### config.mk
export PLATFORM = sky130hd
export DESIGN_NAME = srt_ram
export DESIGN_NICKNAME = d
export VERILOG_FILES = /design/src/rtl/core/srt_ram.sv
export SDC_FILE = /design/constraint.sdc
export NUM_CORES = 1
export LEC_CHECK = 0
export BUFFER_PORTS_ARGS = -buffer_cell sky130_fd_sc_hd__clkbuf_2
export CAP_MARGIN = 10
export CORE_ASPECT_RATIO = 0.5
export CORE_MARGIN = 2
export CORE_UTILIZATION = 55
export CTS_CLUSTER_SIZE = 20
export DETAILED_ROUTE_END_ITERATION = 10
export HOLD_SLACK_MARGIN = 0.03
export PLACE_DENSITY = 0.69
export SYNTH_ARGS = -nofsm -noshare
export SYNTH_HDL_FRONTEND = slang
export SYNTH_SLANG_ARGS = --single-unit
### constraint.sdc
create_clock -name clk -period 2.15 [get_ports clk]
set_input_delay 0.3225 -clock clk [delete_from_list [all_inputs] [get_ports clk]]
set_output_delay 0.3225 -clock clk [all_outputs]
set_load 0.01 [all_outputs]
### src/rtl/core/srt_ram.sv
// Generic RAM with one write port and one registered read port.
module srt_ram #(
	parameter int Width = 8,
	parameter int Depth = 16
) (
	input logic clk,
	input logic we,
	input logic [$clog2(Depth)-1:0] waddr,
	input logic [Width-1:0] wdata,
	input logic [$clog2(Depth)-1:0] raddr,
	output logic [Width-1:0] rdata
);
	logic [Width-1:0] mem [Depth];
	always_ff @(posedge clk) begin
		if (we) begin
			mem[waddr] <= wdata;
		end
		rdata <= mem[raddr];
	end
endmodule

# --- Word-level counts from Yosys, hierarchy flattened ---
# Memories as Yosys holds them, arrays and structs flattened. A register that Yosys moved wholly into a read port is not among the register bits.
# Cells that the tools add are included.
word_totals:
  register_bits: 0
  latch_bits: 0
  ramBits: 128
  romBits: 0
  inputBits: 18
  output_inout_bits: 8
  memories: 1
classes:
  n_addsub: 0
  n_mul: 0
  div: 0
  magnitude_cmp: 0
  eq_ne: 0
  shift: 0
  mux: 2
  bitwise: 0
  n_reduce_logical: 0
memory_table:
  columns: ["name", "depth", "width", "read_ports", "rd_ports_with_merged_regs", "wr", "line_no", "rtl"]
  rows:
  - ["mem", 16, 8, 1, 1, 1, "13", "logic [Width-1:0] mem [Depth];"]
ops:
  columns: ["operator", "count"]
  rows:
  - ["1-bit 2-to-1 mux", 2]

# --- Longest topological paths before layout ---
# Gate-level depths: netlist of run 1.
logic_depth:
  depth_word: 2
  mapped_depth: 5

# --- Least setup slack after synthesis of run 1 ---
# Ideal clock, no wire load.
synth_timing:
  path_type: "input -> register"
  from: "input port waddr[2]"
  to: "memory mem[0][0], enable pin"
  setup_time_ns: 0.383
  arrival_time_ns: 1.432
  slack_ns: 0.335
  cell_stages: 2
  path_cell_list: "or3b_2 > nor3_1"
synth_rtl:
  columns: ["item", "line_no", "rtl"]
  rows:
  - ["start, declared", "8", "input logic [$clog2(Depth)-1:0] waddr,"]
  - ["end, declared", "13", null]
# Straight into the memory's write port.

==> results.py, run 1 <==
metrics = {
    "sta": {
        "hold_viol": 0,
        "fin_crit_ps": 1462,
        "tns_ps": 0,
        "finalMaxSlewViolations": 0,
        "setup_viol": 0,
        "rsz0062_at_grt": "no",
        "skew_ps": 6.498,
        "worst_pin_slew_ps": 673.9,
        "slew_headroom_pct": 54.91,
        "fmax_mhz": 684.0,
        "min_period_over_period_pct": 68.00,
    },
    "yosys": {
        "ys_ff_latch": 136,
        "netlist_area_um2": 5147,
        "synth_nets": 247,
        "yosysSeqAreaShare_pct": 77.78,
        "synth_warnings": 0,
        "synth.avg_cell_area_um2": 22.48,
        "synthDistinctLibCells": 19,
        "synthCells": 229,
    },
    "layout": {
        "antenna_cells": 0,
        "layout_commonest_cell": "edfxtp_1",
        "seq_area_um2": 4004,
        "multi_input_area_um2": 1057,
        "n_fill_cell": 559,
        "area_growth_pct": 16.53,
        "drive_above_1_share_pct": 29.49,
        "final_nets": 300,
        "layout_common_cells": "edfxtp_1, clkbuf_2, mux4_2, clkbuf_16, buf_4",
    },
    "critical_path": {
        "start_kind": "input port",
        "critPathKind": "input port to register",
        "critPathCaptureType": "register",
        "cpPeakStageDelay_ps": 580,
        "path_buf_inv": 2,
        "cp.arrival_ps": 1740,
        "critPathTopFamily": "multiplexers",
        "worst_path_max_delay_cell": "mux4_1",
        "worstPathRequired_ps": 2430,
        "cp_cell_sequence": "clkbuf_2 -> buf_12 -> mux4_1 -> a22oi_1 -> nand2_1",
        "cp_max_fo": 32,
    },
    "placed_design": {
        "gp_congestion": 0.7590,
        "hpwl_um": 5906,
        "portBuffers": 25,
    },
    "global_route": {
        "grt_pass1_vias": 2468,
        "antenna_found_initial": 0,
        "grt_pass1_wl_um": 14550,
        "grt_max_degree": 33,
        "grt.total_usage_pct": 21.02,
        "globalRouteOverflowTotal": 0,
    },
    "route": {
        "finalWirelength_um": 9691,
        "firstDrtPassIters": 4,
        "drtIter0Drc": 236,
        "route.detailed.wl_per_inst_um": 23.52,
        "vias_per_cell": 6.041,
        "drc": 0,
        "num_vias": 2489,
        "drtAntennaViolNets": 0,
    },
    "die": {
        "row_count": 24,
        "die_w_um": 140.8,
        "core_area_um2": 8889,
        "boundaryPins": 26,
        "die_area_um2": 10200,
        "die_h_um": 72.41,
        "start_util_pct": 57.91,
    },
    "power": {
        "ir_drop_mv": 0.6680,
        "finalPower_uw": 5689,
        "leakage_uw": 0.002045,
        "powerDensity_nw_per_um2": 948.4,
    },
    "clocking": {
        "cts_tree": "built",
        "holdBufCountCts": 0,
        "cts.sinks": 136,
        "insertion_delay_ps": 410,
        "htreeDepth": 4,
        "cts_max_path_buffers": 2,
        "cts_root_buffer": "clkbuf_16",
        "postCtsSetupBuffers": 0,
        "ctsResizeCount": 0,
        "clk_pin_slew_ps": 60,
        "cts_made_buffers": 17,
    },
    "job": {
        "drv_cap": 0,
    },
    "outcome": {
        "outcome": "finished clean",
    },
    "min_path": {
        "hp-class": "input port to register",
    },
}
-- worst register-to-register path, cell delays in order, from the launching register on --
cell and delay [ps]:
edfxtp_1 360, mux4_1 490, a22oi_1 370, nand2_1 100
-- through the flow --
step           util, %  instance area, um2  worst slack [ps]  hold WS [ps]  cells
2_1_floorplan        -                5147             334.6         421.4    229
6_report         67.48                5998             688.0         357.9    412
3_3_place_gp     61.88                5500             253.1         653.2    380
3_5_place_dp     61.88                5500             275.7         673.5    380
5_1_grt          67.48                5998             625.1         374.7    412
4_1_cts          67.48                5998             708.4         344.8    412
-- routing by layer --
layer | vias up | track usage, % | routed length, um
li1 | 1090 | - | -
met3 | 11 | 4.422 | 530
met4 | 0 | 9.444 | 97
met2 | 77 | 30.46 | 4486
met1 | 1311 | 31.68 | 4576
met5 | - | 0 | 0
-- flip-flops by register name, summed over array words and instances, names as in the netlist --
| name | flops |
|---|---|
| mem | 128 |
| rdata | 8 |
-- cell families after synthesis --
group | share of synthesized area, %
AND/OR/NAND/NOR | 3.184
buffers and inverters | 1.677
multiplexers | 15.02
flip-flops | 77.78
AO/OA/AOI/OAI | 2.334
-- report_power, final --
part | internal (uW) | total [uW] | leakage, uW | switching (uW)
clock network | 1440 | 2430 | 0.000237 | 987
logic | 119 | 280 | 0.000584 | 161
registers | 2970 | 2980 | 0.00122 | 17.3
-- synthesized netlist by cell type --
cell type | instances | share of area [%]
a22oi_1 | 16 | 2.3
and2_1 | 1 | 0.12
and2b_1 | 1 | 0.15
buf_2 | 3 | 0.29
buf_4 | 1 | 0.15
buf_6 | 3 | 0.66
clkdlybuf4s25_2 | 3 | 0.58
dfxtp_1 | 8 | 3.1
edfxtp_1 | 128 | 75
mux4_1 | 14 | 7.1
mux4_2 | 18 | 7.9
nand2_1 | 9 | 0.66
nand2b_1 | 2 | 0.24
nand3_1 | 1 | 0.097
nand3b_1 | 2 | 0.29
nor2_1 | 13 | 0.95
nor2b_1 | 1 | 0.12
nor3_1 | 4 | 0.39
or3b_2 | 1 | 0.17
-- cell type report --
type | instances | area share (%)
clock buffer | 20 | 7.280
clock inverter | 12 | 1.022
multi-input combinational | 83 | 17.63
sequential | 136 | 66.75
tap | 117 | 2.441
timing repair buffer | 44 | 4.881
-- final timing paths --
path	start	to	slack [ps]	depth (start not counted)
min reg2reg	mem[15][0]$_DFFE_PP_	rdata[0]$_DFF_P_	670	3
max reg2reg	mem[0][1]$_DFFE_PP_	rdata[1]$_DFF_P_	710	3
max	raddr[0]	rdata[1]$_DFF_P_	690	5
min	wdata[3]	mem[10][3]$_DFFE_PP_	360	1
(Power assumes the default switching activity.)
==> inputs of run 2 (changes only) <==
Settings changed: ABC_AREA from default to 1, PLACE_DENSITY 0.69 to 0.71.
Clock period 2.15 ns to 1.3 ns, I/O delays scaled along.
==> results.py, run 2 <==
metrics = {
    "outcome": {
        "outcome": "finished clean",
    },
    "layout": {
        "finalInstanceArea_um2": 6730,
        "largest_reg_flops": 128,
        "top_regs": "mem: 128 flops, rdata: 8 flops",
        "largest_register": "mem",
        "layout_commonest_cell": "nand2_1",
        "layout_common_cells": "nand2_1, edfxtp_1, inv_1, nand3_1, clkbuf_2",
        "seq_area_um2": 4004,
        "drive_above_1_share_pct": 13.26,
        "antenna_cells": 0,
        "final_nets": 617,
        "multi_input_area_um2": 1214,
        "n_fill_cell": 760,
        "area_growth_pct": 16.71,
    },
    "sta": {
        "fin_crit_ps": 1158,
        "rsz0062_at_grt": "no",
        "skew_ps": 6.730,
        "fmax_mhz": 863.3,
        "setup_viol": 0,
        "hold_viol": 0,
        "slew_headroom_pct": 71.87,
        "min_period_over_period_pct": 89.10,
        "finalMaxSlewViolations": 0,
        "worst_pin_slew_ps": 421.9,
        "worst_slack_ps": 141.7,
    },
    "clocking": {
        "clk_pin_slew_ps": 60,
        "holdBufCountCts": 0,
        "cts_tree": "built",
        "insertion_delay_ps": 410,
        "cts_max_path_buffers": 2,
        "htreeDepth": 4,
        "cts_made_buffers": 17,
        "ctsResizeCount": 0,
        "cts_root_buffer": "clkbuf_16",
        "postCtsSetupBuffers": 0,
        "cts.sinks": 136,
    },
    "critical_path": {
        "critPathKind": "register to output pin",
        "cp_max_fo": 1,
        "start_kind": "register",
        "cpPeakStageDelay_ps": 390,
        "worstPathRequired_ps": 1110,
        "cp_cell_sequence": "clkbuf_2",
        "rrSetupSlack_ps": 240,
        "r2r_cells": 6,
        "worst_path_max_delay_cell": "dfxtp_1",
        "r2r_end": "rdata[7]$_DFF_P_",
        "cp.arrival_ps": 960,
        "critPathCaptureType": "output pin",
        "path_buf_inv": 1,
        "r2r_start": "mem[2][7]$_DFFE_PP_",
        "critPathTopFamily": "flip-flops",
    },
    "placed_design": {
        "hpwl_um": 8100,
        "gp_congestion": 0.9187,
        "dpl_cell_area_um2": 6186,
        "portBuffers": 25,
        "place_ws_ps": -7.434,
    },
    "global_route": {
        "grt_max_degree": 40,
        "globalRouteOverflowTotal": 0,
        "antenna_found_initial": 0,
        "grt.total_usage_pct": 24.58,
        "grt_pass1_wl_um": 20000,
        "grt_pass1_vias": 3665,
    },
    "route": {
        "num_vias": 3913,
        "drtAntennaViolNets": 0,
        "drc": 0,
        "finalWirelength_um": 12900,
        "drtIter0Drc": 444,
        "route.detailed.wl_per_inst_um": 17.18,
        "vias_per_cell": 5.210,
        "firstDrtPassIters": 5,
    },
    "power": {
        "leakage_uw": 0.002956,
        "powerDensity_nw_per_um2": 1491,
        "ir_drop_mv": 1.035,
    },
    "yosys": {
        "synth-edff-count": 128,
        "netlist_top_cells_count": "nand2_1, edfxtp_1, inv_1",
        "synth.avg_cell_area_um2": 10.47,
        "synth_most_common_cell": "nand2_1",
        "synth_nets": 569,
        "synthArstFlopShare_pct": 0,
        "synth_warnings": 0,
        "synth_top_area_share_pct": 66.65,
        "synthDistinctLibCells": 12,
        "yosysSeqAreaShare_pct": 69.43,
        "synthFlopType": "edfxtp_1",
        "synthCells": 551,
        "synthTopCellsByArea": "edfxtp_1, nand2_1, nand3_1",
        "yosysTopAreaCell": "edfxtp_1",
        "ys_ff_latch": 136,
        "netlist_area_um2": 5767,
    },
    "min_path": {
        "whs_endpoint": "rdata[7]$_DFF_P_",
        "holdPathStages": 4,
        "hp-start": "raddr[2]",
        "hp-class": "input port to register",
    },
    "die": {
        "core_area_um2": 10210,
        "die_area_um2": 11370,
        "start_util_pct": 56.46,
        "row_count": 26,
        "die_w_um": 148.8,
        "die_h_um": 76.41,
        "boundaryPins": 26,
    },
    "job": {
        "drv_cap": 0,
    },
}
## run 2: cell count changes in the layout (fill, tap and decap cells not counted), moves of 4 or more
| cell | before | now |
|---|---|---|
| nand3_1 | 1 | 97 |
| buf_4 | 17 | 22 |
| a22oi_1 | 16 | 0 |
| inv_1 | 0 | 100 |
| mux4_1 | 14 | 0 |
| mux4_2 | 18 | 0 |
| nor2_1 | 13 | 17 |
| buf_12 | 2 | 6 |
| nand2_1 | 9 | 173 |
| nor3_1 | 4 | 0 |
## run 2: metrics by stage
stage | power, uW | hold slack (ps) | TNS (ps) | utilization [%] | instances
detailed placement | 5668 | 582.8 | -13.82 | 60.56 | 720
global route | 10310 | 249.5 | 0 | 65.89 | 751
CTS | 10070 | 222.5 | 0 | 65.89 | 751
finish | 10030 | 238.6 | 0 | 65.89 | 751
global placement | 5655 | 583.9 | -3.256 | 60.56 | 720
floorplan | 5377 | 293.9 | 0 | - | 551
## run 2: power by group
part	internal, uW	switching [uW]
Sequential	4910	32.9
Combinational	209	443
Clock	2770	1670
Total	7890	2150
## run 2: metal layers
layer	routed length, um	global-route usage [%]	share of wire (%)
met2	5869	37.18	45
met1	5526	34.09	43
met5	0	0	0
met3	1296	7.485	10
met4	211	8.762	1.6
## run 2: cells by family after synthesis
family | share of synthesized area (%)
simple gates | 21.05
flops | 69.43
buf+inv | 9.525
## run 2: how the worst max path moves through the flow
stage	from	endpoint	slack (ps)	cells after the start
6_report	rdata[2]$_DFF_P_	rdata[2]	140	1
5_1_grt	rdata[2]$_DFF_P_	rdata[2]	100	1
4_1_cts	rdata[2]$_DFF_P_	rdata[2]	100	1
3_5_place_dp	raddr[0]	rdata[2]$_DFF_P_	-7	8
3_3_place_gp	raddr[0]	rdata[2]$_DFF_P_	-3	8
2_1_floorplan	waddr[2]	mem[10][0]$_DFFE_PP_	150	2
## run 2: final cells by class
type / count / area share [%]
repair buffers: 53 / 6.098
clock inverters: 11 / 1.599
flip-flops and latches: 136 / 59.49
clock buffers: 20 / 6.488
multi-input cells: 289 / 18.03
well taps: 140 / 2.603
inverters: 102 / 5.689
==> inputs of run 3 (changes only) <==
Settings changed: PLACE_DENSITY 0.71 to 0.68.
Clock period 1.3 ns to 1.4 ns, I/O delays scaled along.
==> results.py, run 3 (synthesis gave the netlist of run 2 again) <==
metrics = {
    "critical_path": {
        "r2r_cells": 6,
        "cp.depth": 1,
        "worst_path_max_delay_cell": "dfxtp_1",
        "worstPathRequired_ps": 1190,
        "start_kind": "register",
        "path_buf_inv": 1,
        "cp_cell_sequence": "clkbuf_2",
        "cp.arrival_ps": 980,
        "critPathCaptureType": "output pin",
        "critPathTopFamily": "flip-flops",
        "critPathKind": "register to output pin",
        "cpPeakStageDelay_ps": 380,
        "cp_max_fo": 1,
    },
    "clocking": {
        "insertion_delay_ps": 420,
        "cts_tree": "built",
        "cts_max_path_buffers": 2,
        "htreeDepth": 4,
        "cts_root_buffer": "clkbuf_16",
        "holdBufCountCts": 0,
        "cts_made_buffers": 17,
        "postCtsSetupBuffers": 0,
        "ctsResizeCount": 0,
        "clk_pin_slew_ps": 60,
        "cts.sinks": 136,
    },
    "die": {
        "row_count": 26,
        "die_h_um": 76.41,
        "die_w_um": 148.8,
        "die_area_um2": 11370,
        "core_area_um2": 10210,
        "start_util_pct": 56.46,
        "boundaryPins": 26,
    },
    "sta": {
        "fmax_mhz": 841.7,
        "skew_ps": 6.558,
        "worst_pin_slew_ps": 446.5,
        "tns_ps": 0,
        "setup_viol": 0,
        "min_period_over_period_pct": 84.87,
        "fin_crit_ps": 1188,
        "finalMaxSlewViolations": 0,
        "rsz0062_at_grt": "no",
        "slew_headroom_pct": 70.24,
        "hold_viol": 0,
    },
    "layout": {
        "area_growth_pct": 17.44,
        "final_util_pct": 66.30,
        "final_nets": 614,
        "layout_common_cells": "nand2_1, edfxtp_1, inv_1, nand3_1, clkbuf_2",
        "n_fill_cell": 804,
        "largest_register": "mem",
        "antenna_cells": 0,
        "top_regs": "mem: 128 flops, rdata: 8 flops",
        "drive_above_1_share_pct": 13.32,
        "layout_commonest_cell": "nand2_1",
        "largest_reg_flops": 128,
    },
    "job": {
        "drv_cap": 0,
    },
    "power": {
        "leakage_uw": 0.002970,
        "powerDensity_nw_per_um2": 1448,
        "ir_drop_mv": 0.9696,
    },
    "placed_design": {
        "portBuffers": 25,
        "hpwl_um": 8103,
        "gp_congestion": 0.8033,
    },
    "route": {
        "drc": 0,
        "route.detailed.wl_per_inst_um": 17.76,
        "num_vias": 3956,
        "vias_per_cell": 5.289,
        "firstDrtPassIters": 5,
        "finalWirelength_um": 13280,
        "drtAntennaViolNets": 0,
        "drtIter0Drc": 470,
    },
    "outcome": {
        "outcome": "finished clean",
    },
    "min_path": {
        "holdPathStages": 3,
        "hp-class": "input port to register",
    },
    "global_route": {
        "grt_max_degree": 37,
        "globalRouteOverflowTotal": 0,
        "grt_pass1_wl_um": 20520,
        "grt.total_usage_pct": 25.19,
        "antenna_found_initial": 0,
        "grt_pass1_vias": 3678,
    },
}
==> run 3: cell types whose count changed in the layout (fill, tap and decap cells not counted) <==
cell	previous run	this run
buf_4	22	19
bufinv_16	2	4
clkbuf_1	3	1
clkinv_1	2	1
clkinv_2	5	3
clkinv_4	0	3
==> run 3: metrics by stage <==
step	setup slack [ps]	area [um2]	hold WS [ps]	power (uW)	std cells
finish	211.9	6773	194.4	9805	748
global route	179.0	6773	199.2	10080	748
CTS	203.7	6773	180.1	9828	748
detailed placement	53.68	6163	606.4	5261	717
global placement	70.93	6163	600.0	5254	717
floorplan	239.2	5767	308.9	4993	551
==> run 3: area by class of cell <==
type	instances	area, um2	share of cell area (%)
clock inverters	13	180.2	2.660
well taps	140	175.2	2.586
flip-flops and latches	136	4004	59.12
repair buffers	50	387.9	5.727
multi-input cells	289	1214	17.92
clock buffers	18	429.2	6.337
inverters	102	382.9	5.653
==> run 3: final timing paths <==
| kind | endpoint | from | slack [ps] |
|---|---|---|---|
| setup reg to reg | rdata[1]$_DFF_P_ | mem[0][1]$_DFFE_PP_ | 340 |
| hold / removal | rdata[4]$_DFF_P_ | raddr[3] | 190 |
| hold reg to reg | rdata[4]$_DFF_P_ | mem[14][4]$_DFFE_PP_ | 680 |
| setup / recovery | rdata[1] | rdata[1]$_DFF_P_ | 210 |
==> run 3: where the power goes <==
| group | switching (uW) | leakage, uW | internal [uW] |
|---|---|---|---|
| logic | 416 | 0.00145 | 188 |
| registers | 30.4 | 0.00122 | 4550 |
| clock network | 1660 | 0.000293 | 2960 |
==> run 3: layer usage <==
metal / up-vias / track usage (%) / wire (um)
met5: - / 0 / 0
met4: 0 / 9.143 / 170
met3: 18 / 5.389 / 1133
met2: 168 / 36.11 / 6044
met1: 1907 / 38.19 / 5935
li1: 1863 / - / -
